`src/hw/rtl/scma_pkg.sv`:
```
// Shared types and constants for the sensor code converter with moving average.
// Holds the beat structs, the front-to-back queue item and the divider interface.
// No dependencies.
`default_nettype none

package scma_pkg;

    localparam int unsigned WINDOW_LEN_DEF = 8;

    localparam int unsigned TEMP_CODE_W = 12;
    localparam int unsigned VREF_CODE_W = 12;
    localparam int unsigned TEMP_B_W    = 19;
    localparam int unsigned VDD_W       = 16;
    localparam int unsigned TEMP_Q8_W   = 20;
    localparam int unsigned RAIL_W      = 17;
    localparam int unsigned CUR_W       = 13;

    localparam logic [TEMP_B_W-1:0]    TEMP_BIAS     = 19'd71424;
    localparam logic [7:0]             TEMP_GAIN     = 8'd165;
    localparam logic [TEMP_CODE_W-1:0] TEMP_DIV_LOW  = 12'd4095;
    localparam logic [VDD_W-1:0]       VDD_MAX_MV    = 16'hFFFF;
    localparam logic [VREF_CODE_W-1:0] VREF_CLIP_MAX = 12'd74;

    localparam int unsigned DIV_DW             = 24;
    localparam int unsigned DIV_VW             = 13;
    localparam int unsigned DIV_BITS_PER_CYCLE = 2;
    localparam int unsigned DIV_STEPS          = DIV_DW / DIV_BITS_PER_CYCLE;
    localparam logic [DIV_DW-1:0] VDD_NUM2     = 24'd9828000;

    localparam logic [CUR_W-1:0] CUR_BASE_MA = 13'd100;
    localparam int unsigned      DIV10_MW    = 17;
    localparam logic [DIV10_MW-1:0] DIV10_M  = 17'd104858;
    localparam int unsigned      DIV10_SH    = 20;

    localparam int unsigned QDEPTH = 2;

    typedef struct packed {
        logic [TEMP_CODE_W-1:0] temp_code;
        logic [VREF_CODE_W-1:0] vref_code;
    } in_t;

    typedef struct packed {
        logic signed [TEMP_Q8_W-1:0] avg_temp_q8;
        logic [VDD_W-1:0]            avg_vdd_mv;
        logic [RAIL_W-1:0]           est_rail5_mv;
        logic [CUR_W-1:0]            est_current_ma;
        logic                        vdd_clipped;
    } out_t;

    typedef struct packed {
        logic [TEMP_B_W-1:0]    temp_b;
        logic [VREF_CODE_W-1:0] vref_code;
        logic                   clipped;
    } q_item_t;

    typedef struct packed {
        logic              start;
        logic [DIV_DW-1:0] dividend;
        logic [DIV_VW-1:0] divisor;
    } div_req_t;

    typedef struct packed {
        logic             done;
        logic [VDD_W-1:0] quot;
    } div_resp_t;

endpackage

`default_nettype wire

```
`src/hw/rtl/scma_front.sv`:
```
// Front stage: takes input beats, converts the temperature code to biased 1/256 degC
// and classifies the reference code as saturating or not. Depends on scma_pkg.
`default_nettype none

module scma_front (
    input  wire logic              clk,
    input  wire logic              rst_n,
    input  wire logic              push,
    output logic                   full,
    input  wire scma_pkg::in_t     sample,
    input  wire logic              fifo_full,
    output logic                   wr_en,
    output scma_pkg::q_item_t      item
);

    logic                             hold_valid_reg;
    logic                             hold_valid_next;
    scma_pkg::in_t                    hold_reg;
    logic                             accept;
    logic [19:0]                      prod;
    logic [12:0]                      lo_sum;
    logic [7:0]                       quo;
    logic [19:0]                      rnd;

    assign full   = hold_valid_reg && fifo_full;
    assign accept = push && !full;
    assign wr_en  = hold_valid_reg && !fifo_full;

    always_comb
    begin
        hold_valid_next = accept || (hold_valid_reg && !wr_en);
    end

    always_ff @(posedge clk or negedge rst_n)
    begin
        if (!rst_n)
        begin
            hold_valid_reg <= 1'b0;
        end
        else
        begin
            hold_valid_reg <= hold_valid_next;
        end
    end

    always_ff @(posedge clk)
    begin
        if (accept)
        begin
            hold_reg <= sample;
        end
    end

    // round(code * 337920 / 4095) = floor((x + 1 + floor(x / 4095)) / 2), x = 165 * code
    always_comb
    begin
        prod   = 20'(hold_reg.temp_code) * 20'(scma_pkg::TEMP_GAIN);
        lo_sum = 13'(prod[19:12]) + 13'(prod[11:0]);
        quo    = prod[19:12] + ((lo_sum >= 13'(scma_pkg::TEMP_DIV_LOW)) ? 8'd1 : 8'd0);
        rnd    = prod + 20'd1 + 20'(quo);
        item.temp_b    = rnd[19:1];
        item.vref_code = hold_reg.vref_code;
        item.clipped   = (hold_reg.vref_code <= scma_pkg::VREF_CLIP_MAX);
    end

endmodule

`default_nettype wire

```
`src/hw/rtl/scma_fifo.sv`:
```
// Short queue between front and back stages.
// Holds classified items; depends on scma_pkg.
`default_nettype none

module scma_fifo (
    input  wire logic              clk,
    input  wire logic              rst_n,
    input  wire logic              wr_en,
    input  wire scma_pkg::q_item_t wr_item,
    output logic                   full,
    input  wire logic              rd_en,
    output scma_pkg::q_item_t      rd_item,
    output logic                   empty
);

    localparam int unsigned AW = (scma_pkg::QDEPTH > 1) ? $clog2(scma_pkg::QDEPTH) : 1;
    localparam int unsigned CW = $clog2(scma_pkg::QDEPTH + 1);

    scma_pkg::q_item_t mem [scma_pkg::QDEPTH];
    logic [AW-1:0]     wr_ptr_reg;
    logic [AW-1:0]     wr_ptr_next;
    logic [AW-1:0]     rd_ptr_reg;
    logic [AW-1:0]     rd_ptr_next;
    logic [CW-1:0]     count_reg;
    logic [CW-1:0]     count_next;
    logic              do_wr;
    logic              do_rd;

    assign full    = (count_reg == CW'(scma_pkg::QDEPTH));
    assign empty   = (count_reg == '0);
    assign do_wr   = wr_en && !full;
    assign do_rd   = rd_en && !empty;
    assign rd_item = mem[rd_ptr_reg];

    always_comb
    begin
        wr_ptr_next = wr_ptr_reg;
        rd_ptr_next = rd_ptr_reg;
        count_next  = count_reg;
        if (do_wr)
        begin
            wr_ptr_next = (wr_ptr_reg == AW'(scma_pkg::QDEPTH - 1)) ? '0 : wr_ptr_reg + 1'b1;
        end
        if (do_rd)
        begin
            rd_ptr_next = (rd_ptr_reg == AW'(scma_pkg::QDEPTH - 1)) ? '0 : rd_ptr_reg + 1'b1;
        end
        if (do_wr && !do_rd)
        begin
            count_next = count_reg + 1'b1;
        end
        else if (do_rd && !do_wr)
        begin
            count_next = count_reg - 1'b1;
        end
    end

    always_ff @(posedge clk or negedge rst_n)
    begin
        if (!rst_n)
        begin
            wr_ptr_reg <= '0;
            rd_ptr_reg <= '0;
            count_reg  <= '0;
        end
        else
        begin
            wr_ptr_reg <= wr_ptr_next;
            rd_ptr_reg <= rd_ptr_next;
            count_reg  <= count_next;
        end
    end

    always_ff @(posedge clk)
    begin
        if (do_wr)
        begin
            mem[wr_ptr_reg] <= wr_item;
        end
    end

endmodule

`default_nettype wire

```
`src/hw/rtl/scma_divider.sv`:
```
// Restoring divider, two quotient bits per cycle, for the supply conversion.
// Depends on scma_pkg for widths and the request and response structs.
`default_nettype none

module scma_divider (
    input  wire logic                clk,
    input  wire logic                rst_n,
    input  wire scma_pkg::div_req_t  req,
    output scma_pkg::div_resp_t      resp
);

    localparam int unsigned CNT_W = $clog2(scma_pkg::DIV_STEPS);

    logic                           busy_reg;
    logic                           busy_next;
    logic                           done_reg;
    logic                           done_next;
    logic [CNT_W-1:0]               cnt_reg;
    logic [CNT_W-1:0]               cnt_next;
    logic [scma_pkg::DIV_VW-1:0]    rem_reg;
    logic [scma_pkg::DIV_DW-1:0]    dq_reg;
    logic [scma_pkg::DIV_VW-1:0]    den_reg;
    logic [scma_pkg::DIV_VW-1:0]    rem_c;
    logic [scma_pkg::DIV_DW-1:0]    dq_c;
    logic [scma_pkg::DIV_VW:0]      trial;

    always_comb
    begin
        rem_c = rem_reg;
        dq_c  = dq_reg;
        trial = '0;
        for (int i = 0; i < scma_pkg::DIV_BITS_PER_CYCLE; i++)
        begin
            trial = {rem_c, dq_c[scma_pkg::DIV_DW-1]};
            dq_c  = {dq_c[scma_pkg::DIV_DW-2:0], 1'b0};
            if (trial >= {1'b0, den_reg})
            begin
                rem_c   = scma_pkg::DIV_VW'(trial - {1'b0, den_reg});
                dq_c[0] = 1'b1;
            end
            else
            begin
                rem_c = trial[scma_pkg::DIV_VW-1:0];
            end
        end
    end

    always_comb
    begin
        busy_next = busy_reg;
        cnt_next  = cnt_reg;
        done_next = 1'b0;
        if (req.start)
        begin
            busy_next = 1'b1;
            cnt_next  = '0;
        end
        else if (busy_reg)
        begin
            cnt_next = cnt_reg + 1'b1;
            if (cnt_reg == CNT_W'(scma_pkg::DIV_STEPS - 1))
            begin
                busy_next = 1'b0;
                done_next = 1'b1;
            end
        end
    end

    always_ff @(posedge clk or negedge rst_n)
    begin
        if (!rst_n)
        begin
            busy_reg <= 1'b0;
            done_reg <= 1'b0;
            cnt_reg  <= '0;
        end
        else
        begin
            busy_reg <= busy_next;
            done_reg <= done_next;
            cnt_reg  <= cnt_next;
        end
    end

    always_ff @(posedge clk)
    begin
        if (req.start)
        begin
            rem_reg <= '0;
            dq_reg  <= req.dividend;
            den_reg <= req.divisor;
        end
        else if (busy_reg)
        begin
            rem_reg <= rem_c;
            dq_reg  <= dq_c;
        end
    end

    assign resp.done = done_reg;
    assign resp.quot = dq_reg[scma_pkg::VDD_W-1:0];

endmodule

`default_nettype wire

```
`src/hw/rtl/scma_back.sv`:
```
// Back stage: supply conversion, ring stores, running sums, windowed means and
// the output register. Depends on scma_pkg and scma_divider.
`default_nettype none

module scma_back #(
    parameter int unsigned WINDOW_LEN = scma_pkg::WINDOW_LEN_DEF
) (
    input  wire logic              clk,
    input  wire logic              rst_n,
    input  wire logic              fifo_empty,
    input  wire scma_pkg::q_item_t fifo_head,
    output logic                   fifo_pop,
    input  wire logic              pop,
    output logic                   empty,
    output scma_pkg::out_t         result
);

    localparam int unsigned LG    = $clog2(WINDOW_LEN);
    localparam int unsigned SW    = (WINDOW_LEN > 1) ? $clog2(WINDOW_LEN) : 1;
    localparam int unsigned TS_W  = scma_pkg::TEMP_B_W + LG;
    localparam int unsigned VS_W  = scma_pkg::VDD_W + LG;
    localparam int unsigned TK    = TS_W + LG;
    localparam int unsigned VK    = VS_W + LG;
    localparam int unsigned TP_W  = 2 * TS_W + 1;
    localparam int unsigned VP_W  = 2 * VS_W + 1;
    localparam int unsigned CP_W  = scma_pkg::VDD_W + scma_pkg::DIV10_MW;
    localparam logic [63:0] TM64  = ((64'd1 << TK) + 64'(WINDOW_LEN) - 64'd1) / 64'(WINDOW_LEN);
    localparam logic [63:0] VM64  = ((64'd1 << VK) + 64'(WINDOW_LEN) - 64'd1) / 64'(WINDOW_LEN);
    localparam logic [TS_W:0] TM  = TM64[TS_W:0];
    localparam logic [VS_W:0] VM  = VM64[VS_W:0];
    localparam logic [TS_W-1:0] TSUM_RST = TS_W'(WINDOW_LEN * 71424);
    localparam logic [VS_W-1:0] VSUM_MAX = VS_W'(WINDOW_LEN * 65535);

    localparam logic [2:0] S_IDLE = 3'd0;
    localparam logic [2:0] S_DIV  = 3'd1;
    localparam logic [2:0] S_UPD  = 3'd2;
    localparam logic [2:0] S_MUL  = 3'd3;
    localparam logic [2:0] S_SCL  = 3'd4;
    localparam logic [2:0] S_OUT  = 3'd5;

    logic [2:0]                       state_reg;
    logic [2:0]                       state_next;
    logic [SW-1:0]                    slot_reg;
    logic [SW-1:0]                    slot_next;
    logic [WINDOW_LEN-1:0]            valid_reg;
    logic [WINDOW_LEN-1:0]            valid_next;
    logic [TS_W-1:0]                  tsum_reg;
    logic [TS_W-1:0]                  tsum_next;
    logic [VS_W-1:0]                  vsum_reg;
    logic [VS_W-1:0]                  vsum_next;
    logic                             out_valid_reg;
    logic                             out_valid_next;

    logic [scma_pkg::TEMP_B_W-1:0]    tmem [WINDOW_LEN];
    logic [scma_pkg::VDD_W-1:0]       vmem [WINDOW_LEN];
    logic [scma_pkg::TEMP_B_W-1:0]    t_rd_reg;
    logic [scma_pkg::VDD_W-1:0]       v_rd_reg;

    logic [scma_pkg::TEMP_B_W-1:0]    work_temp_reg;
    logic                             work_clip_reg;
    logic [scma_pkg::VDD_W-1:0]       vdd_reg;
    logic [TP_W-1:0]                  tprod_reg;
    logic [VP_W-1:0]                  vprod_reg;
    logic [scma_pkg::TEMP_B_W-1:0]    avg_tb_reg;
    logic [scma_pkg::VDD_W-1:0]       avg_v_reg;
    logic [CP_W-1:0]                  cprod_reg;
    scma_pkg::out_t                   result_reg;

    logic                             mem_rd;
    logic                             mem_wr;
    logic                             load_work;
    logic                             load_prod;
    logic                             load_avg;
    logic                             load_out;
    logic [scma_pkg::TEMP_B_W-1:0]    old_t;
    logic [scma_pkg::VDD_W-1:0]       old_v;
    logic [scma_pkg::VDD_W-1:0]       avg_v_c;
    logic [scma_pkg::TEMP_Q8_W-1:0]   temp_q8_c;
    logic [scma_pkg::RAIL_W:0]        rail3_c;
    scma_pkg::out_t                   res_c;
    scma_pkg::div_req_t               div_req;
    scma_pkg::div_resp_t              div_resp;

    scma_divider u_div (
        .clk   (clk),
        .rst_n (rst_n),
        .req   (div_req),
        .resp  (div_resp)
    );

    assign old_t   = valid_reg[slot_reg] ? t_rd_reg : scma_pkg::TEMP_BIAS;
    assign old_v   = valid_reg[slot_reg] ? v_rd_reg : '0;
    assign avg_v_c = vprod_reg[VK +: scma_pkg::VDD_W];

    always_comb
    begin
        state_next     = state_reg;
        slot_next      = slot_reg;
        valid_next     = valid_reg;
        tsum_next      = tsum_reg;
        vsum_next      = vsum_reg;
        out_valid_next = out_valid_reg;
        fifo_pop       = 1'b0;
        mem_rd         = 1'b0;
        mem_wr         = 1'b0;
        load_work      = 1'b0;
        load_prod      = 1'b0;
        load_avg       = 1'b0;
        load_out       = 1'b0;
        div_req.start    = 1'b0;
        div_req.dividend = scma_pkg::VDD_NUM2 + scma_pkg::DIV_DW'(fifo_head.vref_code);
        div_req.divisor  = {fifo_head.vref_code, 1'b0};
        if (pop && out_valid_reg)
        begin
            out_valid_next = 1'b0;
        end
        unique case (state_reg)
            S_IDLE:
            begin
                if (!fifo_empty)
                begin
                    fifo_pop      = 1'b1;
                    mem_rd        = 1'b1;
                    load_work     = 1'b1;
                    div_req.start = !fifo_head.clipped;
                    state_next    = fifo_head.clipped ? S_UPD : S_DIV;
                end
            end
            S_DIV:
            begin
                if (div_resp.done)
                begin
                    state_next = S_UPD;
                end
            end
            S_UPD:
            begin
                mem_wr               = 1'b1;
                valid_next[slot_reg] = 1'b1;
                tsum_next  = tsum_reg + TS_W'(work_temp_reg) - TS_W'(old_t);
                vsum_next  = vsum_reg + VS_W'(vdd_reg) - VS_W'(old_v);
                slot_next  = (slot_reg == SW'(WINDOW_LEN - 1)) ? '0 : slot_reg + 1'b1;
                state_next = S_MUL;
            end
            S_MUL:
            begin
                load_prod  = 1'b1;
                state_next = S_SCL;
            end
            S_SCL:
            begin
                load_avg   = 1'b1;
                state_next = S_OUT;
            end
            S_OUT:
            begin
                if (!out_valid_reg || pop)
                begin
                    load_out       = 1'b1;
                    out_valid_next = 1'b1;
                    state_next     = S_IDLE;
                end
            end
            default:
            begin
                state_next = S_IDLE;
            end
        endcase
    end

    always_comb
    begin
        temp_q8_c = {1'b0, avg_tb_reg} - scma_pkg::TEMP_Q8_W'(scma_pkg::TEMP_BIAS);
        rail3_c   = {1'b0, avg_v_reg, 1'b0} + (scma_pkg::RAIL_W + 1)'(avg_v_reg);
        res_c.avg_temp_q8    = $signed(temp_q8_c);
        res_c.avg_vdd_mv     = avg_v_reg;
        res_c.est_rail5_mv   = rail3_c[scma_pkg::RAIL_W:1];
        res_c.est_current_ma = scma_pkg::CUR_BASE_MA
                             + cprod_reg[scma_pkg::DIV10_SH +: scma_pkg::CUR_W];
        res_c.vdd_clipped    = work_clip_reg;
    end

    always_ff @(posedge clk or negedge rst_n)
    begin
        if (!rst_n)
        begin
            state_reg     <= S_IDLE;
            slot_reg      <= '0;
            valid_reg     <= '0;
            tsum_reg      <= TSUM_RST;
            vsum_reg      <= '0;
            out_valid_reg <= 1'b0;
        end
        else
        begin
            state_reg     <= state_next;
            slot_reg      <= slot_next;
            valid_reg     <= valid_next;
            tsum_reg      <= tsum_next;
            vsum_reg      <= vsum_next;
            out_valid_reg <= out_valid_next;
        end
    end

    always_ff @(posedge clk)
    begin
        if (mem_wr)
        begin
            tmem[slot_reg] <= work_temp_reg;
            vmem[slot_reg] <= vdd_reg;
        end
        if (mem_rd)
        begin
            t_rd_reg <= tmem[slot_reg];
            v_rd_reg <= vmem[slot_reg];
        end
    end

    always_ff @(posedge clk)
    begin
        if (load_work)
        begin
            work_temp_reg <= fifo_head.temp_b;
            work_clip_reg <= fifo_head.clipped;
        end
        if (load_work && fifo_head.clipped)
        begin
            vdd_reg <= scma_pkg::VDD_MAX_MV;
        end
        else if ((state_reg == S_DIV) && div_resp.done)
        begin
            vdd_reg <= div_resp.quot;
        end
        if (load_prod)
        begin
            tprod_reg <= TP_W'(tsum_reg) * TP_W'(TM);
            vprod_reg <= VP_W'(vsum_reg) * VP_W'(VM);
        end
        if (load_avg)
        begin
            avg_tb_reg <= tprod_reg[TK +: scma_pkg::TEMP_B_W];
            avg_v_reg  <= avg_v_c;
            cprod_reg  <= CP_W'(avg_v_c) * CP_W'(scma_pkg::DIV10_M);
        end
        if (load_out)
        begin
            result_reg <= res_c;
        end
    end

    assign empty  = !out_valid_reg;
    assign result = result_reg;

    a_slot_range: assert property (@(posedge clk) disable iff (!rst_n)
        slot_reg <= SW'(WINDOW_LEN - 1))
        else $error("write slot beyond window");

    a_div_done_in_div: assert property (@(posedge clk) disable iff (!rst_n)
        div_resp.done |-> (state_reg == S_DIV))
        else $error("divider finished outside the divide state");

    a_slot_marked: assert property (@(posedge clk) disable iff (!rst_n)
        (state_reg == S_UPD) |=> valid_reg[$past(slot_reg)])
        else $error("updated slot not marked written");

    a_vsum_bound: assert property (@(posedge clk) disable iff (!rst_n)
        vsum_reg <= VSUM_MAX)
        else $error("supply running sum out of range");

endmodule

`default_nettype wire

```
`src/hw/rtl/sensor_code_convert_moving_average.sv`:
```
// Each input beat (temperature and reference codes) yields one result beat of windowed
// means over the last WINDOW_LEN items. An item leaves the queue, then waits in the divide
// state for twelve steps of the two-bit-per-cycle restoring divider, which turns the
// reference code into millivolts, and for the hand-over of the quotient; then follow the
// store update, the reciprocal multiply, the /10 scale and the output load, in that order;
// a saturating reference code (74 or less) skips the divide state and the divider. A result
// that waits to be popped holds the output load. The divider sets the rate. A two-entry
// queue and an input holding register let new beats in while the back end works or a
// result waits. The ring stores carry a written bit per entry, so no clearing pass follows
// reset.
// Depends on scma_pkg, scma_front, scma_fifo and scma_back.
`default_nettype none

module sensor_code_convert_moving_average #(
    parameter int unsigned WINDOW_LEN = scma_pkg::WINDOW_LEN_DEF
) (
    input  wire logic            clk,
    input  wire logic            rst_n,
    input  wire logic            push,
    output logic                 full,
    input  wire scma_pkg::in_t   sample,
    output logic                 empty,
    input  wire logic            pop,
    output scma_pkg::out_t       result
);

    logic              q_wr;
    logic              q_full;
    logic              q_rd;
    logic              q_empty;
    scma_pkg::q_item_t q_in;
    scma_pkg::q_item_t q_out;

    scma_front u_front (
        .clk       (clk),
        .rst_n     (rst_n),
        .push      (push),
        .full      (full),
        .sample    (sample),
        .fifo_full (q_full),
        .wr_en     (q_wr),
        .item      (q_in)
    );

    scma_fifo u_fifo (
        .clk     (clk),
        .rst_n   (rst_n),
        .wr_en   (q_wr),
        .wr_item (q_in),
        .full    (q_full),
        .rd_en   (q_rd),
        .rd_item (q_out),
        .empty   (q_empty)
    );

    scma_back #(
        .WINDOW_LEN (WINDOW_LEN)
    ) u_back (
        .clk        (clk),
        .rst_n      (rst_n),
        .fifo_empty (q_empty),
        .fifo_head  (q_out),
        .fifo_pop   (q_rd),
        .pop        (pop),
        .empty      (empty),
        .result     (result)
    );

endmodule

`default_nettype wire
```
`config.mk`:
```
export PLATFORM = sky130hd
export DESIGN_NAME = sensor_code_convert_moving_average
export DESIGN_NICKNAME = d
export VERILOG_FILES = /design/src/hw/rtl/scma_pkg.sv /design/src/hw/rtl/scma_front.sv /design/src/hw/rtl/scma_fifo.sv /design/src/hw/rtl/scma_divider.sv /design/src/hw/rtl/scma_back.sv /design/src/hw/rtl/sensor_code_convert_moving_average.sv
export SDC_FILE = /design/constraint.sdc
export NUM_CORES = 1
export LEC_CHECK = 0
export BUFFER_PORTS_ARGS = -buffer_cell sky130_fd_sc_hd__buf_2
export CAP_MARGIN = 10
export CELL_PAD_IN_SITES_DETAIL_PLACEMENT = 1
export CELL_PAD_IN_SITES_GLOBAL_PLACEMENT = 2
export CORE_ASPECT_RATIO = 1.1
export CORE_MARGIN = 3
export CORE_UTILIZATION = 40
export CTS_CLUSTER_DIAMETER = 80
export DETAILED_ROUTE_END_ITERATION = 8
export GPL_ROUTABILITY_DRIVEN = 0
export PLACE_DENSITY = 0.76
export SYNTH_ARGS = -nofsm -noshare
export SYNTH_HDL_FRONTEND = slang
export SYNTH_SLANG_ARGS = --single-unit
```
`constraint.sdc`:
```
create_clock -name clk -period 8 [get_ports clk]
set_input_delay 0.4 -clock clk [delete_from_list [all_inputs] [get_ports clk]]
set_output_delay 0.4 -clock clk [all_outputs]
set_load 0.005 [all_outputs]
```
==> results.toml <==
[status]
status = "completed"

[cells_and_area]
stdcell_count = 4146
fillers = 9080
final_area_um2 = 41600
drive_above_1_share_pct = 13.9
nets = 3365
post-route-util_pct = 46.5
largest_reg_flops = 152
synthToLayoutAreaGrowth_pct = 15.1
multiInputGateArea_um2 = 14400
seqCellArea_um2 = 20600
insertedDiodeCount = 0

[sta]
hold_violations = 0
setup_viol = 0
slew_headroom_pct = 24.2
skew_ns = 0.0416
final.period_utilization_pct = 96.4
fmax_mhz = 130
tightest_slew_ns = 1.14
min_period_ns = 7.71
drv_slew = 0

[clocking]
tritoncts = "yes"
root_buffer = "clkbuf_16"
clock_sinks = 705
cts_max_path_buffers = 3
clock_latency_ns = 0.65
numCtsBuffers = 78
clk_pin_slew_ns = 0.06
htree_levels = 3

[critical_path]
max_stage_delay_ns = 0.53
start_kind = "flop"
slowest_stage = "fa_1"
cpMostUsedCell = "ha_4"
arrival_ns = 8.05
worstPathRequired_ns = 8.34
crit_fanout = 3
critPathKind = "reg -> reg"
cp-end-kind = "flop"

[drt]
vias_per_cell = 5.27
dr.pass1.iters = 6
routed_wl_um = 84200
vias = 21800
ant_nets = 0
drtIter0Drc = 1142
drc_errors = 0
wl_per_cell_um = 20.3

[yosys]
syn_inst = 2712
yosysSeqAreaShare_pct = 56.9
async_reset_ff_share_pct = 9.50
synth_top_flop_cell = "edfxtp_1"
synth_nets = 3165
synth_cell_type_count = 76
synth-seq-cells = 705
synth_edf_count = 609
syn_area_um2 = 36100
syn_avg_cell_area_um2 = 13.3
yosysWarnings = 0

[grt]
grt_pass1_wl_um = 135000
overflow = 0
gr-usage-all-layers_pct = 18.2
antenna_found_initial = 1
grt_max_degree = 64
grt_pass1_vias = 24100

[die]
die_h_um = 321
core_um2 = 89500
fp.dieW_um = 293
num_io_pins = 97
die-area_um2 = 94000
row_count = 115
initial_core_util_pct = 40.4

[run]
maxCapViolations = 0

[min_path]
hp-class = "in -> async"

[placed_design]
portBuffers = 96
dpl.hpwl_um = 57400
post_dp_cell_area_um2 = 38300
place_inst = 3966
## synthesized netlist by cell type (4+ instances only)
master | number | area (um^2)
edfxtp_1 | 609 | 18300
inv_1 | 327 | 1230
ha_1 | 290 | 3630
a22oi_1 | 143 | 1070
fa_1 | 135 | 2700
nand2_1 | 133 | 499
nor2_1 | 99 | 372
a21oi_1 | 92 | 460
o21ai_0 | 89 | 445
xnor2_1 | 83 | 727
dfrtp_1 | 62 | 1550
clkbuf_1 | 61 | 229
xor2_1 | 59 | 517
nor2b_1 | 55 | 344
nand4_1 | 46 | 288
mux2_2 | 44 | 495
a21o_1 | 34 | 255
nand3_1 | 32 | 160
dfxtp_1 | 29 | 581
nand2b_1 | 29 | 181
nor3_1 | 26 | 130
o211ai_1 | 22 | 165
and3_1 | 21 | 131
mux2i_1 | 16 | 160
a21boi_0 | 14 | 105
and2_1 | 13 | 81.3
or2_2 | 13 | 81.3
o21a_1 | 12 | 90.1
a31oi_1 | 7 | 43.8
nor3b_1 | 7 | 52.6
or3_1 | 7 | 43.8
a211o_1 | 6 | 52.6
a211oi_1 | 5 | 37.5
dfstp_2 | 5 | 131
nand3b_1 | 5 | 37.5
o2111ai_1 | 5 | 43.8
o21bai_1 | 5 | 37.5
o31ai_1 | 5 | 37.5
or4_1 | 5 | 37.5
buf_1 | 4 | 15.0
nor4_1 | 4 | 25.0
o21ai_1 | 4 | 20.0
## cell type report
cell class                 count  area share (%)
inverter                     328            2.96
tap                         1170            3.52
timing repair buffer         187            2.97
clock buffer                  86            4.84
clock inverter                58            1.72
sequential                   705            49.4
multi-input combinational   1612            34.6
## critical path: cells and delay by family (launching register included)
family | cells | cell delay, ns
buf+inv | 1 | 0.15
xor+xnor | 3 | 0.48
flops | 1 | 0.50
compound gates | 14 | 2.75
simple gates | 7 | 0.89
fa+ha+maj | 9 | 2.62
## kinds of logic (layout without fill, tap and decap cells)
| family | Yosys count | after routing | share of synthesized area [%] |
|---|---|---|---|
| flops | 705 | 705 | 56.9 |
| simple gates | 503 | 503 | 7.02 |
| compound gates | 480 | 480 | 9.09 |
| fa+ha+maj | 425 | 425 | 17.5 |
| buf+inv | 395 | 659 | 4.14 |
| xor+xnor | 144 | 144 | 3.55 |
| mux | 60 | 60 | 1.81 |
## final timing paths
check	slack (ns)	cells after the start	start	end
max	0.29	34	u_front.hold_reg[15]	u_fifo.mem[0][20]
min	0.16	2	rst_n	u_back.tsum_reg[9]
max reg2reg	0.29	34	u_front.hold_reg[15]	u_fifo.mem[0][20]
min reg2reg	0.42	0	u_back.tprod_reg[35]	u_back.avg_tb_reg[10]
max in group asynchronous	6.76	3	rst_n	u_back.u_div.cnt_reg[0]
min in group clk	0.17	3	pop	u_back.out_valid_reg
## routing by layer
layer	track usage, %	up-vias	wire length, um
li1	-	10200	-
met1	23.7	11100	37200
met2	31.7	386	41900
met3	2.33	138	3110
met4	5.55	0	2060
met5	0	-	0
## cell usage in the layout (no fill, tap or decap), types with 31 or more instances in the layout
cell       count
a21o_1        34
a21oi_1       85
a22oi_1      143
buf_2         95
buf_4         65
clkbuf_16     79
dfrtp_1       62
edfxtp_1     609
fa_1         133
ha_1         280
inv_1        326
mux2_2        44
nand2_1      132
nand3_1       31
nand4_1       46
nor2_1        93
nor2b_1       52
o21ai_0       83
xnor2_1       82
xor2_1        57
## per-stage QoR
step / hold WS [ns] / worst slack, ns / TNS [ns]
global placement: 0.290 / -0.00239 / -0.00479
finish: 0.163 / 0.291 / 0
floorplan: 0.104 / 0.220 / 0
detailed placement: 0.292 / -0.298 / -5.57
global route: 0.162 / -0.0437 / -0.325
CTS: 0.123 / 0.00152 / 0
## what timing repair did
item / CTS / global route
resized for setup: 16 / 31
buffers inserted: 7 / 3
endpoints found under the hold margin: 40 / 0
setup endpoints to repair: 26 / 28
hold buffers: 26 / 0
pin swaps: 14 / 22
Power is not shown: default switching activity piles up to over one toggle a cycle in this logic, so the estimate is an artifact.
